$ cat src/hdl/dfr_pkg.sv
// ----------------------------------------------------------------------------
// dfr_pkg - shared types and constants of the http/3 stream deframer
// per-slot context layout, parse phases, byte classes and queue types
// ----------------------------------------------------------------------------
package dfr_pkg;

  localparam int VARINT_W   = 62;
  localparam int MAXHDR_W   = 24;
  localparam int SLOT_W     = 4;
  localparam int SLOT_COUNT = 16;
  localparam int QDEPTH     = 2;
  localparam int QPTR_W     = $clog2(QDEPTH);

  localparam logic [MAXHDR_W-1:0] MAXHDR_RESET  = 24'h10_0000;
  localparam logic [VARINT_W-1:0] TYPE_ENCODER  = 62'd2;
  localparam logic [VARINT_W-1:0] FRAME_HEADERS = 62'd1;

  // register index is paddr[2]
  localparam logic REG_MAX_HDR = 1'b0;

  typedef enum logic [7:0] {
    PH_START     = 8'b0000_0001,
    PH_STYPE     = 8'b0000_0010,
    PH_ENCODER   = 8'b0000_0100,
    PH_IGNORE    = 8'b0000_1000,
    PH_FTYPE     = 8'b0001_0000,
    PH_LEN_FIRST = 8'b0010_0000,
    PH_LEN_MORE  = 8'b0100_0000,
    PH_PAYLOAD   = 8'b1000_0000
  } phase_e;

  typedef enum logic [2:0] {
    CLS_DROP    = 3'd0,
    CLS_FRAMING = 3'd1,
    CLS_ENCODER = 3'd2,
    CLS_HEADER  = 3'd3,
    CLS_EMPTY   = 3'd4
  } cls_e;

  // classified input byte
  typedef struct packed {
    logic [SLOT_W-1:0] slot;
    logic              uni;
    logic              restart;
    logic [7:0]        data;
    logic [2:0]        vleft;   // varint bytes left if this byte opens a varint
  } item_t;

  typedef struct packed {
    logic  valid;
    item_t item;
  } q_head_t;

  typedef struct packed {
    logic pop;
    logic init_busy;
  } bk_ctrl_t;

  // acc holds the varint being built or, in payload, the bytes still to come
  typedef struct packed {
    phase_e              phase;
    logic [VARINT_W-1:0] acc;
    logic [2:0]          left;
    logic                hdr;
  } ctx_t;

  localparam ctx_t CTX_RESET = '{phase: PH_START, acc: '0, left: '0, hdr: 1'b0};

  typedef struct packed {
    logic [SLOT_W-1:0] slot;
    cls_e              cls;
    logic [7:0]        data;
    logic              last;
  } res_t;

endpackage

$ cat src/hdl/dfr_front.sv
// ----------------------------------------------------------------------------
// dfr_front - input side of the deframer
// takes stream bytes, decodes the varint length prefix, queues them
// ----------------------------------------------------------------------------
module dfr_front (
  input  logic              clk_i,
  input  logic              rst_ni,
  input  logic              s_axis_tvalid,
  output logic              s_axis_tready,
  input  logic [7:0]        s_axis_tdata,   // [7:0] data_byte
  input  logic [5:0]        s_axis_tuser,   // [3:0] stream_slot, [4] unidirectional, [5] restart
  input  dfr_pkg::bk_ctrl_t bk_ctrl_i,
  output dfr_pkg::q_head_t  head_o
);
  import dfr_pkg::*;

  item_t             q_mem_q [QDEPTH];
  logic [QPTR_W-1:0] wr_ptr_q, wr_ptr_d;
  logic [QPTR_W-1:0] rd_ptr_q, rd_ptr_d;
  logic [QPTR_W:0]   count_q, count_d;
  logic              push;
  logic [3:0]        len_onehot;
  item_t             in_item;

  // varint length from the two top bits: 1, 2, 4 or 8 bytes
  assign len_onehot = 4'd1 << s_axis_tdata[7:6];

  always_comb begin
    in_item.slot    = s_axis_tuser[3:0];
    in_item.uni     = s_axis_tuser[4];
    in_item.restart = s_axis_tuser[5];
    in_item.data    = s_axis_tdata;
    in_item.vleft   = 3'(len_onehot - 4'd1);
  end

  assign s_axis_tready = (count_q != (QPTR_W+1)'(QDEPTH)) && !bk_ctrl_i.init_busy;
  assign push          = s_axis_tvalid && s_axis_tready;

  assign head_o.valid = (count_q != '0);
  assign head_o.item  = q_mem_q[rd_ptr_q];

  always_comb begin
    wr_ptr_d = push ? wr_ptr_q + QPTR_W'(1) : wr_ptr_q;
    rd_ptr_d = bk_ctrl_i.pop ? rd_ptr_q + QPTR_W'(1) : rd_ptr_q;
    count_d  = count_q;
    if (push && !bk_ctrl_i.pop) begin
      count_d = count_q + (QPTR_W+1)'(1);
    end else if (!push && bk_ctrl_i.pop) begin
      count_d = count_q - (QPTR_W+1)'(1);
    end
  end

  always_ff @(posedge clk_i or negedge rst_ni) begin
    if (!rst_ni) begin
      wr_ptr_q <= '0;
      rd_ptr_q <= '0;
      count_q  <= '0;
    end else begin
      wr_ptr_q <= wr_ptr_d;
      rd_ptr_q <= rd_ptr_d;
      count_q  <= count_d;
    end
  end

  always_ff @(posedge clk_i) begin
    if (push) begin
      q_mem_q[wr_ptr_q] <= in_item;
    end
  end

endmodule

$ cat src/hdl/dfr_back.sv
// ----------------------------------------------------------------------------
// dfr_back - context memory, parse step and result register
// reads the slot context, advances the parser, writes the context back
// ----------------------------------------------------------------------------
module dfr_back #(
  parameter int STREAM_SLOTS = 16
) (
  input  logic                            clk_i,
  input  logic                            rst_ni,
  input  dfr_pkg::q_head_t                head_i,
  output dfr_pkg::bk_ctrl_t               ctrl_o,
  input  logic [dfr_pkg::MAXHDR_W-1:0]    max_hdr_i,
  output logic                            m_axis_tvalid,
  input  logic                            m_axis_tready,
  output logic [7:0]                      m_axis_tdata,   // [7:0] out_byte
  output logic [6:0]                      m_axis_tuser,   // [3:0] out_slot, [6:4] byte_class
  output logic                            m_axis_tlast    // section_last
);
  import dfr_pkg::*;

  localparam int IDX_W = (STREAM_SLOTS > 1) ? $clog2(STREAM_SLOTS) : 1;

  ctx_t             ctx_mem [STREAM_SLOTS];
  logic [IDX_W-1:0] slot_map [SLOT_COUNT];

  logic             init_busy_q;
  logic [IDX_W-1:0] init_cnt_q;

  logic             e_valid_q;
  item_t            e_item_q;
  logic [IDX_W-1:0] e_idx_q;
  ctx_t             e_ctx_q;

  logic             out_valid_q;
  res_t             out_res_q;

  logic             e_fire, e_free, pop;
  logic [IDX_W-1:0] rd_idx, wr_idx;
  logic             we;
  ctx_t             wr_ctx;

  ctx_t                cur, nxt;
  res_t                res;
  logic [VARINT_W-1:0] acc_m, low6v, len_sel;
  logic [2:0]          left_m;
  logic                done_m, len_fin, len_over, len_hdr, len_zero;

  // slot folding onto the configured context count, settled at elaboration
  for (genvar g = 0; g < SLOT_COUNT; g++) begin : g_slot_map
    assign slot_map[g] = IDX_W'(g % STREAM_SLOTS);
  end

  assign e_fire = e_valid_q && (!out_valid_q || m_axis_tready);
  assign e_free = !e_valid_q || e_fire;
  assign pop    = head_i.valid && !init_busy_q && e_free;
  assign rd_idx = slot_map[head_i.item.slot];

  assign ctrl_o.pop       = pop;
  assign ctrl_o.init_busy = init_busy_q;

  assign we     = e_fire || init_busy_q;
  assign wr_idx = init_busy_q ? init_cnt_q : e_idx_q;
  assign wr_ctx = init_busy_q ? CTX_RESET : nxt;

  // parse step
  always_comb begin
    cur      = e_item_q.restart ? CTX_RESET : e_ctx_q;
    nxt      = cur;
    low6v    = {56'b0, e_item_q.data[5:0]};
    acc_m    = {cur.acc[VARINT_W-9:0], e_item_q.data};
    left_m   = (cur.left != 3'd0) ? cur.left - 3'd1 : cur.left;
    done_m   = (left_m == 3'd0);
    len_sel  = (cur.phase == PH_LEN_FIRST) ? low6v : acc_m;
    len_over = (|len_sel[VARINT_W-1:MAXHDR_W]) || (len_sel[MAXHDR_W-1:0] > max_hdr_i);
    len_hdr  = cur.hdr && !len_over;
    len_zero = (len_sel == '0);
    len_fin  = 1'b0;
    res.slot = e_item_q.slot;
    res.cls  = CLS_FRAMING;
    res.data = e_item_q.data;
    res.last = 1'b0;

    case (cur.phase)
      PH_START: begin
        nxt.acc  = low6v;
        nxt.left = e_item_q.vleft;
        if (e_item_q.vleft != 3'd0) begin
          nxt.phase = e_item_q.uni ? PH_STYPE : PH_FTYPE;
        end else if (e_item_q.uni) begin
          nxt.phase = (low6v == TYPE_ENCODER) ? PH_ENCODER : PH_IGNORE;
          nxt.acc   = '0;
        end else begin
          nxt.hdr   = (low6v == FRAME_HEADERS);
          nxt.acc   = '0;
          nxt.phase = PH_LEN_FIRST;
        end
      end
      PH_STYPE: begin
        nxt.acc  = acc_m;
        nxt.left = left_m;
        if (done_m) begin
          nxt.phase = (acc_m == TYPE_ENCODER) ? PH_ENCODER : PH_IGNORE;
          nxt.acc   = '0;
        end
      end
      PH_ENCODER: begin
        res.cls = CLS_ENCODER;
      end
      PH_IGNORE: begin
        res.cls = CLS_DROP;
      end
      PH_FTYPE: begin
        nxt.acc  = acc_m;
        nxt.left = left_m;
        if (done_m) begin
          nxt.hdr   = (acc_m == FRAME_HEADERS);
          nxt.acc   = '0;
          nxt.phase = PH_LEN_FIRST;
        end
      end
      PH_LEN_FIRST: begin
        nxt.acc  = low6v;
        nxt.left = e_item_q.vleft;
        if (e_item_q.vleft != 3'd0) begin
          nxt.phase = PH_LEN_MORE;
        end else begin
          len_fin = 1'b1;
        end
      end
      PH_LEN_MORE: begin
        nxt.acc  = acc_m;
        nxt.left = left_m;
        len_fin  = done_m;
      end
      PH_PAYLOAD: begin
        nxt.acc = (cur.acc != '0) ? cur.acc - VARINT_W'(1) : cur.acc;
        res.cls = cur.hdr ? CLS_HEADER : CLS_DROP;
        if (nxt.acc == '0) begin
          res.last  = cur.hdr;
          nxt.hdr   = 1'b0;
          nxt.phase = PH_START;
        end
      end
      default: begin
        res.cls   = CLS_DROP;
        nxt       = CTX_RESET;
      end
    endcase

    // frame length complete: payload count or end of an empty frame
    if (len_fin) begin
      nxt.acc = len_sel;
      nxt.hdr = len_hdr;
      if (len_zero) begin
        nxt.phase = PH_START;
        if (len_hdr) begin
          nxt.hdr  = 1'b0;
          res.last = 1'b1;
          res.cls  = CLS_EMPTY;
        end
      end else begin
        nxt.phase = PH_PAYLOAD;
      end
    end
  end

  // context memory, read data registered with write-first bypass
  always_ff @(posedge clk_i) begin
    if (we) begin
      ctx_mem[wr_idx] <= wr_ctx;
    end
    if (pop) begin
      e_ctx_q  <= (we && (wr_idx == rd_idx)) ? wr_ctx : ctx_mem[rd_idx];
      e_item_q <= head_i.item;
      e_idx_q  <= rd_idx;
    end
  end

  always_ff @(posedge clk_i) begin
    if (e_fire) begin
      out_res_q <= res;
    end
  end

  always_ff @(posedge clk_i or negedge rst_ni) begin
    if (!rst_ni) begin
      init_busy_q <= 1'b1;
      init_cnt_q  <= '0;
      e_valid_q   <= 1'b0;
      out_valid_q <= 1'b0;
    end else begin
      if (init_busy_q) begin
        if (init_cnt_q == IDX_W'(STREAM_SLOTS - 1)) begin
          init_busy_q <= 1'b0;
        end else begin
          init_cnt_q <= init_cnt_q + IDX_W'(1);
        end
      end
      if (pop) begin
        e_valid_q <= 1'b1;
      end else if (e_fire) begin
        e_valid_q <= 1'b0;
      end
      if (e_fire) begin
        out_valid_q <= 1'b1;
      end else if (m_axis_tready) begin
        out_valid_q <= 1'b0;
      end
    end
  end

  assign m_axis_tvalid = out_valid_q;
  assign m_axis_tdata  = out_res_q.data;
  assign m_axis_tuser  = {out_res_q.cls, out_res_q.slot};
  assign m_axis_tlast  = out_res_q.last;

endmodule

$ cat src/hdl/http3_stream_frame_deframer_unit.sv
// ----------------------------------------------------------------------------
// http3_stream_frame_deframer_unit - http/3 stream deframer, one byte per cycle when not stalled
// throughput: one byte per cycle, also on the same slot, while m_axis_tready holds;
//   set by the single read and write port of the slot context memory with write-first bypass
// reset: after rst_ni the context memory is cleared one slot a cycle, with
//   s_axis_tready low until it is done; the apb port works throughout
// ----------------------------------------------------------------------------
module http3_stream_frame_deframer_unit #(
  parameter int STREAM_SLOTS = 16
) (
  input  logic        clk_i,
  input  logic        rst_ni,
  // byte stream in
  input  logic        s_axis_tvalid,
  output logic        s_axis_tready,
  input  logic [7:0]  s_axis_tdata,   // [7:0] data_byte
  input  logic [5:0]  s_axis_tuser,   // [3:0] stream_slot, [4] unidirectional, [5] restart
  // classified bytes out
  output logic        m_axis_tvalid,
  input  logic        m_axis_tready,
  output logic [7:0]  m_axis_tdata,   // [7:0] out_byte
  output logic [6:0]  m_axis_tuser,   // [3:0] out_slot, [6:4] byte_class
  output logic        m_axis_tlast,   // section_last
  // configuration
  input  logic        psel,
  input  logic        penable,
  input  logic        pwrite,
  input  logic [2:0]  paddr,
  input  logic [31:0] pwdata,
  output logic [31:0] prdata,
  output logic        pready
);
  import dfr_pkg::*;

  logic [MAXHDR_W-1:0] max_hdr_q;
  logic                cfg_wr;
  bk_ctrl_t            bk_ctrl;
  q_head_t             q_head;

  // apb: zero wait states, register index taken from paddr[2]
  assign pready = 1'b1;
  assign cfg_wr = psel && penable && pwrite && (paddr[2] == REG_MAX_HDR);
  assign prdata = (paddr[2] == REG_MAX_HDR) ? {8'b0, max_hdr_q} : 32'b0;

  always_ff @(posedge clk_i or negedge rst_ni) begin
    if (!rst_ni) begin
      max_hdr_q <= MAXHDR_RESET;
    end else if (cfg_wr) begin
      max_hdr_q <= pwdata[MAXHDR_W-1:0];
    end
  end

  // front: varint length decode and a two-entry queue
  dfr_front u_front (
    .clk_i         (clk_i),
    .rst_ni        (rst_ni),
    .s_axis_tvalid (s_axis_tvalid),
    .s_axis_tready (s_axis_tready),
    .s_axis_tdata  (s_axis_tdata),
    .s_axis_tuser  (s_axis_tuser),
    .bk_ctrl_i     (bk_ctrl),
    .head_o        (q_head)
  );

  // back: context read, parse step, context write, result register
  dfr_back #(
    .STREAM_SLOTS (STREAM_SLOTS)
  ) u_back (
    .clk_i         (clk_i),
    .rst_ni        (rst_ni),
    .head_i        (q_head),
    .ctrl_o        (bk_ctrl),
    .max_hdr_i     (max_hdr_q),
    .m_axis_tvalid (m_axis_tvalid),
    .m_axis_tready (m_axis_tready),
    .m_axis_tdata  (m_axis_tdata),
    .m_axis_tuser  (m_axis_tuser),
    .m_axis_tlast  (m_axis_tlast)
  );

  // no byte is taken while the context memory is being cleared
  a_no_accept_in_init: assert property (@(posedge clk_i) disable iff (!rst_ni)
    bk_ctrl.init_busy |-> !s_axis_tready)
    else $error("byte accepted during context clearing");

  // no pop from an empty queue
  a_pop_has_item: assert property (@(posedge clk_i) disable iff (!rst_ni)
    bk_ctrl.pop |-> q_head.valid)
    else $error("queue popped while empty");

  // a section end is only flagged on header bytes or an empty section
  a_last_class: assert property (@(posedge clk_i) disable iff (!rst_ni)
    (m_axis_tvalid && m_axis_tlast) |->
      (m_axis_tuser[6:4] == CLS_HEADER) || (m_axis_tuser[6:4] == CLS_EMPTY))
    else $error("section end on a non-header transfer");

  // an empty section report always ends the section
  a_empty_last: assert property (@(posedge clk_i) disable iff (!rst_ni)
    (m_axis_tvalid && (m_axis_tuser[6:4] == CLS_EMPTY)) |-> m_axis_tlast)
    else $error("empty section without section end");

endmodule

$ cat config.mk
export PLATFORM = sky130hd
export DESIGN_NAME = http3_stream_frame_deframer_unit
export DESIGN_NICKNAME = d
export VERILOG_FILES = /design/src/hdl/dfr_pkg.sv /design/src/hdl/dfr_front.sv /design/src/hdl/dfr_back.sv /design/src/hdl/http3_stream_frame_deframer_unit.sv
export SDC_FILE = /design/constraint.sdc
export NUM_CORES = 2
export LEC_CHECK = 0
export BUFFER_PORTS_ARGS = -buffer_cell sky130_fd_sc_hd__buf_2
export CAP_MARGIN = 25
export CORE_MARGIN = 4
export CORE_UTILIZATION = 42
export DETAILED_ROUTE_END_ITERATION = 8
export PLACE_DENSITY = 0.63
export SLEW_MARGIN = 10
export SYNTH_ARGS = -nofsm -noshare
export SYNTH_HDL_FRONTEND = slang
export SYNTH_SLANG_ARGS = --single-unit
$ cat constraint.sdc
create_clock -name clk_i -period 5.95 [get_ports clk_i]
set_clock_uncertainty 0.1 [all_clocks]
set_input_delay 0.8925 -clock clk_i [delete_from_list [all_inputs] [get_ports clk_i]]
set_output_delay 0.8925 -clock clk_i [all_outputs]
set_load 0.03 [all_outputs]
; ---- Word level (Yosys, flattened, before mapping)
; Memories as Yosys holds them, arrays and structs flattened. A register that Yosys moved wholly into a read port is not among the register bits.
; Index checks and enable logic that the tools add are counted.
; W data, S select, Z words.
[totals]
in_bits = 56
mem_bits_rw = 1218
romBits = 64
register_bits = 72
mem_count = 3
[classes]
order_cmp = 2
reduce_logical = 40
n_shift = 1
add_sub_neg = 8
n_eq_ne = 14
bitwise = 3
mux = 55
[memory_table]
columns = memory, depth, width, rd, rd_clocked_by_memory_dff, write_ports, line_no
row1 = u_back.ctx_mem, 16, 74, 1, 1, 1, dfr_back.sv:23  ; ctx_t ctx_mem [STREAM_SLOTS];
row2 = (name not given), 16, 4, 1, 0, 0, dfr_back.sv:56  ; assign rd_idx = slot_map[head_i.item.slot];
row3 = u_front.q_mem_q, 2, 17, 1, 0, 1, dfr_front.sv:17  ; item_t q_mem_q [QDEPTH];
[ops]
columns = operator, count
row1 = $pmux W62 S7, 1
row2 = $mux W70, 4
row3 = $mux W62, 3
row4 = $mux W74, 2
row5 = $logic_not A62 Y1, 2
row6 = $eq A62 B1 Y1 const B, 1
row7 = $eq A62 B2 Y1 const B, 1
row8 = $reduce_bool A62 Y1, 1
row9 = $sub A62 B1 Y62 const B, 1
row10 = $pmux W8 S6, 1
row11 = $reduce_or A38 Y1, 1
row12 = $mux W8, 4
row13 = $gt A24 B24 Y1, 1
row14 = $mux W24, 1
row15 = $mux W1, 22
row16 = $mux W4, 5
row17 = $pmux W3 S3, 2
row18 = $mux W3, 4
row19 = $logic_and A1 B1 Y1, 11
row20 = $reduce_or A5 Y1, 2
row21 = $reduce_or A3 Y1, 3
row22 = $eq A8 B1 Y1 const B, 1
row23 = $eq A8 B2 Y1 const B, 1
row24 = $eq A8 B3 Y1 const B, 1
row25 = 29 further kinds, 47

; ---- Logic depth before layout (Yosys ltp)
[depth]
word_depth = 10
mapped_depth = 19
depth_no_buf = 15

; ---- Cells and area by module
; Synthesis repeated with hierarchy kept, for this count alone.
[unflattened]
hier_cells = 3068
hier_area_um2 = 57490.1
[by_module_without_submodules]
columns = mod, area_each_um2, n_inst, cells_per_inst
row1 = dfr_back, 54802.6, 1, 2906
row2 = dfr_front, 1458.9, 1, 74
row3 = http3_stream_frame_deframer_unit, 1228.7, 1, 88

; ---- Worst setup path before layout
; Ideal clock, no wire load.
[synth_timing]
kind = input to register
start = in m_axis_tready
end = reg u_front.count_q[1]
slack_ns = -0.668
arrival_ns = 6.439
n_path_buf = 0
stages = 7
setup_ns = 0.079
t_required_ns = 5.771
cell_sequence = nor2b_1 a21oi_1 inv_1 ha_1 xor2_1 nor2_1 xor2_1
[synth_between]
elab_chain_cells = 7
[synth_lines]
columns = element, line_no
row1 = start: declaration, http3_stream_frame_deframer_unit.sv:20  ; input logic m_axis_tready,
row2 = $logic_or A1 B1 Y1 *, dfr_back.sv:53  ; assign e_fire = e_valid_q && (!out_valid_q || m_axis_tready);
row3 = $logic_and A1 B1 Y1 *, dfr_back.sv:53
row4 = $logic_or A1 B1 Y1 *, dfr_back.sv:54  ; assign e_free = !e_valid_q || e_fire;
row5 = $logic_and A1 B1 Y1 *, dfr_back.sv:55  ; assign pop = head_i.valid && !init_busy_q && e_free;
row6 = via u_back.pop, dfr_back.sv:37  ; logic e_fire, e_free, pop;
row7 = $logic_not A1 Y1, dfr_front.sv:46  ; if (push && !bk_ctrl_i.pop) begin
row8 = $logic_and A1 B1 Y1, dfr_front.sv:46
row9 = $mux W2 / $reduce_bool A2 Y1 (equally long branches), --
row10 = end signal: assignment, dfr_front.sv:61  ; count_q <= count_d;
row11 = end: declaration, dfr_front.sv:20  ; logic [QPTR_W:0] count_q, count_d;
; Mark *: on every way through the listed nets, which the timed path passes. The rest lies on a longest branch.
; A chain may end at the register's enable or synchronous reset.

==> reports/metrics.yaml <==
internal_power_mw: 20.34
max_slew_margin: 0.2407
hp-class: "in -> async"
fin_tns_setup_ns: 0
dieWidth_um: 383.3
total_power_mw: 32.87
ys.flop_type: "edfxtp_1"
clock_path_buffers: 3
r2r-start: "u_back.e_item_q[11]$_DFFE_PP_"
ioPinCount: 107
fp-row-count: 137
p_switching_mw: 12.52
synth-compound-area-share: 0.07435
fillers: 12310
first_global_vias: 38420
clockPowerShare: 0.253
final_util: 0.4766
synth_seq_cells: 1360
wirelength_um: 169500
cts.hold.buffers_added: 0
endpoint: "u_back.ctx_mem[12][0]$_DFFE_PP_"
finalNetCount: 5024
worstPathRequired_ns: 6.30
ys_async_sr_fraction: 0.02574
r2r.worst_path.cells: 14
arrival_ns: 5.52
worstMarginPinSlew_ns: 1.131
syn_area_per_cell_um2: 12.04
slew_violations: 0
wl_met2_um: 79480
area_growth_pct: 12.52
cp_slowest_stage_delay_ns: 0.62
vias: 40580
ir_drop_mv: 0.3285
layout_commonest_cell: "edfxtp_1"
final_layout_size_suffix_gt1_frac: 0.1193
seq_power_share: 0.404
timing.final.crit_period_ns: 5.171
status: "completed"
critPathLaunch: "u_back.e_item_q[11]$_DFFE_PP_"
m1WireLength_um: 71170
rsz0062_at_grt: "no"
tritoncts: "done"
core_um2: 139700
sw_frac_of_total: 0.3811
synth.distinct_cells: 96
synth_edf_count: 1325
cap_violations: 0
die_area_um2: 147000
grt_max_degree: 132
place_congestion: 0.9844
seq_area_um2: 40670
synth_fa_ha_area_frac: 0.006555
ctsResizeCount: 0
power_density_nw_per_um2: 493.6
cp_cell_sequence: "inv_2, nand2_1, ha_1, and2_1, a31oi_1, buf_4, or3_1, o22ai_2, nor2_1, a2bb2oi_1, nand3_1, nor4_1, nand3_1, a21o_1"
yosysWarnings: 0
fmax_mhz: 193.4
design_area_um2: 66580
synthCells: 4914
path_class: "reg -> reg"
rrSetupSlack_ns: 0.78
wl_per_cell_um: 24.47
r2r-end: "u_back.ctx_mem[12][0]$_DFFE_PP_"
root_buffer: "clkbuf_16"
multi_input_area_um2: 17140
crit_path_frequent_cell: "nand3_1"
vias_per_cell: 5.860
grt_antenna_before_repair: 1
drtAntennaViolNets: 0
cts.sinks: 1360
drtPass1Iterations: 6
clock_latency_ns: 0.79
postCtsSetupBuffers: 0
p_comb_frac: 0.343
synth_top_family_by_area: "simple AND/OR/NAND/NOR gates"
slowest_stage: "or3_1"
synth_area_um2: 59170
grt_overflow_total: 0
post-dp-hpwl_um: 91660
clkTransAtPathRegs_ns: 0.07
die_h_um: 383.3
synth_xor_area_frac: 0.003257
leakage_nw: 23.27
grtUsageTotal: 0.2259
grt_pass1_wl_um: 251600
initial_utilization: 0.4235
top_layer_used: "met4"
met3WireLength_um: 13340
drcViolationCount: 0
htree_num_levels: 4
synth-seq-area-share: 0.6873
layout_common_cells: "edfxtp_1, nand2_1, nand3_1, nor2_1, a311oi_1"
muxShareOfSynthArea: 0.02189
drtIter0Drc: 4428
cp-start-kind: "register"
io_buffers: 87
cp-end-kind: "register"
fin_hold_ws_ns: 0.09137
setup_viol: 0
hold_violations: 0
synthSimpleGateAreaFrac: 0.1787
finalCritPeriodShare: 0.8690
cts_inserted_buffers: 138
crit_fanout: 16
dpl_cell_area_um2: 62230
Yosys cell counts (31+ instances only):
cell      instances  share of area
edfxtp_1       1325           0.67
nand2_1        1309          0.083
nand3_1         612          0.052
clkbuf_1        275          0.017
nor2_1          166          0.011
a311oi_1        150          0.022
mux2_2          107          0.020
a31oi_1         100          0.011
and3_1           85         0.0090
a21oi_1          71         0.0060
o21ai_0          69         0.0058
inv_1            50         0.0032
buf_1            37         0.0023
nor3_1           37         0.0031
dfrtp_1          33          0.014
ha_1             31         0.0066
o22ai_1          31         0.0033
cell type report:
class	count	share of cell area
flip-flops and latches	1360	0.6108
multi-input cells	3151	0.2574
clock buffers	168	0.05420
well taps	1876	0.03526
repair buffers	231	0.02872
clock inverters	80	0.01009
inverters	55	0.003401
diodes	3	0.0001128
routing by layer:
| layer | track usage | up-vias |
|---|---|---|
| li1 | - | 18250 |
| met1 | 0.3185 | 20190 |
| met2 | 0.3588 | 1813 |
| met3 | 0.03293 | 326 |
| met4 | 0.08072 | 0 |
| met5 | 0 | - |
worst min-delay path by stage:
| stage | end | slack (ns) | start | cells after the start |
|---|---|---|---|---|
| finish | max_hdr_q[1]$_DFFE_PN0P_ | 0.09 | rst_ni | 1 |
| detailed placement | u_back.m_axis_tuser[1]$_DFFE_PP_ | 0.37 | u_back.e_item_q[14]$_DFFE_PP_ | 0 |
| global placement | u_back.m_axis_tuser[1]$_DFFE_PP_ | 0.36 | u_back.e_item_q[14]$_DFFE_PP_ | 0 |
| floorplan | u_back.m_axis_tuser[1]$_DFFE_PP_ | 0.34 | u_back.e_item_q[14]$_DFFE_PP_ | 0 |
| global route | max_hdr_q[1]$_DFFE_PN0P_ | 0.13 | rst_ni | 1 |
| CTS | max_hdr_q[1]$_DFFE_PN0P_ | 0.06 | rst_ni | 1 |
power groups by stage:
stage / clock, mW / sequential [mW] / combinational [mW]
floorplan: 0 / 13.1 / 7.37
global placement: 0 / 13.4 / 11.1
detailed placement: 0 / 13.4 / 11.1
CTS: 8.45 / 13.2 / 11.2
global route: 8.84 / 13.4 / 12.2
finish: 8.32 / 13.3 / 11.3
cell families after synthesis:
kind of cell / Yosys count
AO/OA/AOI/OAI: 599
XOR/XNOR: 22
adder cells (fa/ha/maj): 31
buffers and inverters: 410
flip-flops: 1360
multiplexers: 116
other: 2
AND/OR/NAND/NOR: 2374
registers in the layout (all words and copies together) (netlist names), 4 cells and up:
register / cells
u_back.ctx_mem: 1184
u_back.m_axis_tuser: 7
max_hdr_q: 24
u_back.e_ctx_q: 74
u_back.init_cnt_q: 4
u_back.e_item_q: 9
u_back.acc_m: 8
u_back.m_axis_tdata: 8
u_front.q_mem_q: 34
through the flow:
step,std cells,worst slack [ns]
final,6924,0.7794
after global routing,6921,0.5573
after CTS,6915,0.8652
after detailed placement,6667,0.9236
after global placement,6666,0.9781
after floorplan,4921,0.4935
critical path: cells and delay by family (launching register included):
family / cells / cell delay [ns]
and+or+nand+nor: 7 / 2.23
AOI/OAI and AO/OA: 4 / 1.40
DFF: 1 / 0.41
adders and majority gates: 1 / 0.35
buffers and inverters: 2 / 0.33
No activity file was read; power rests on OpenSTA's default activity.
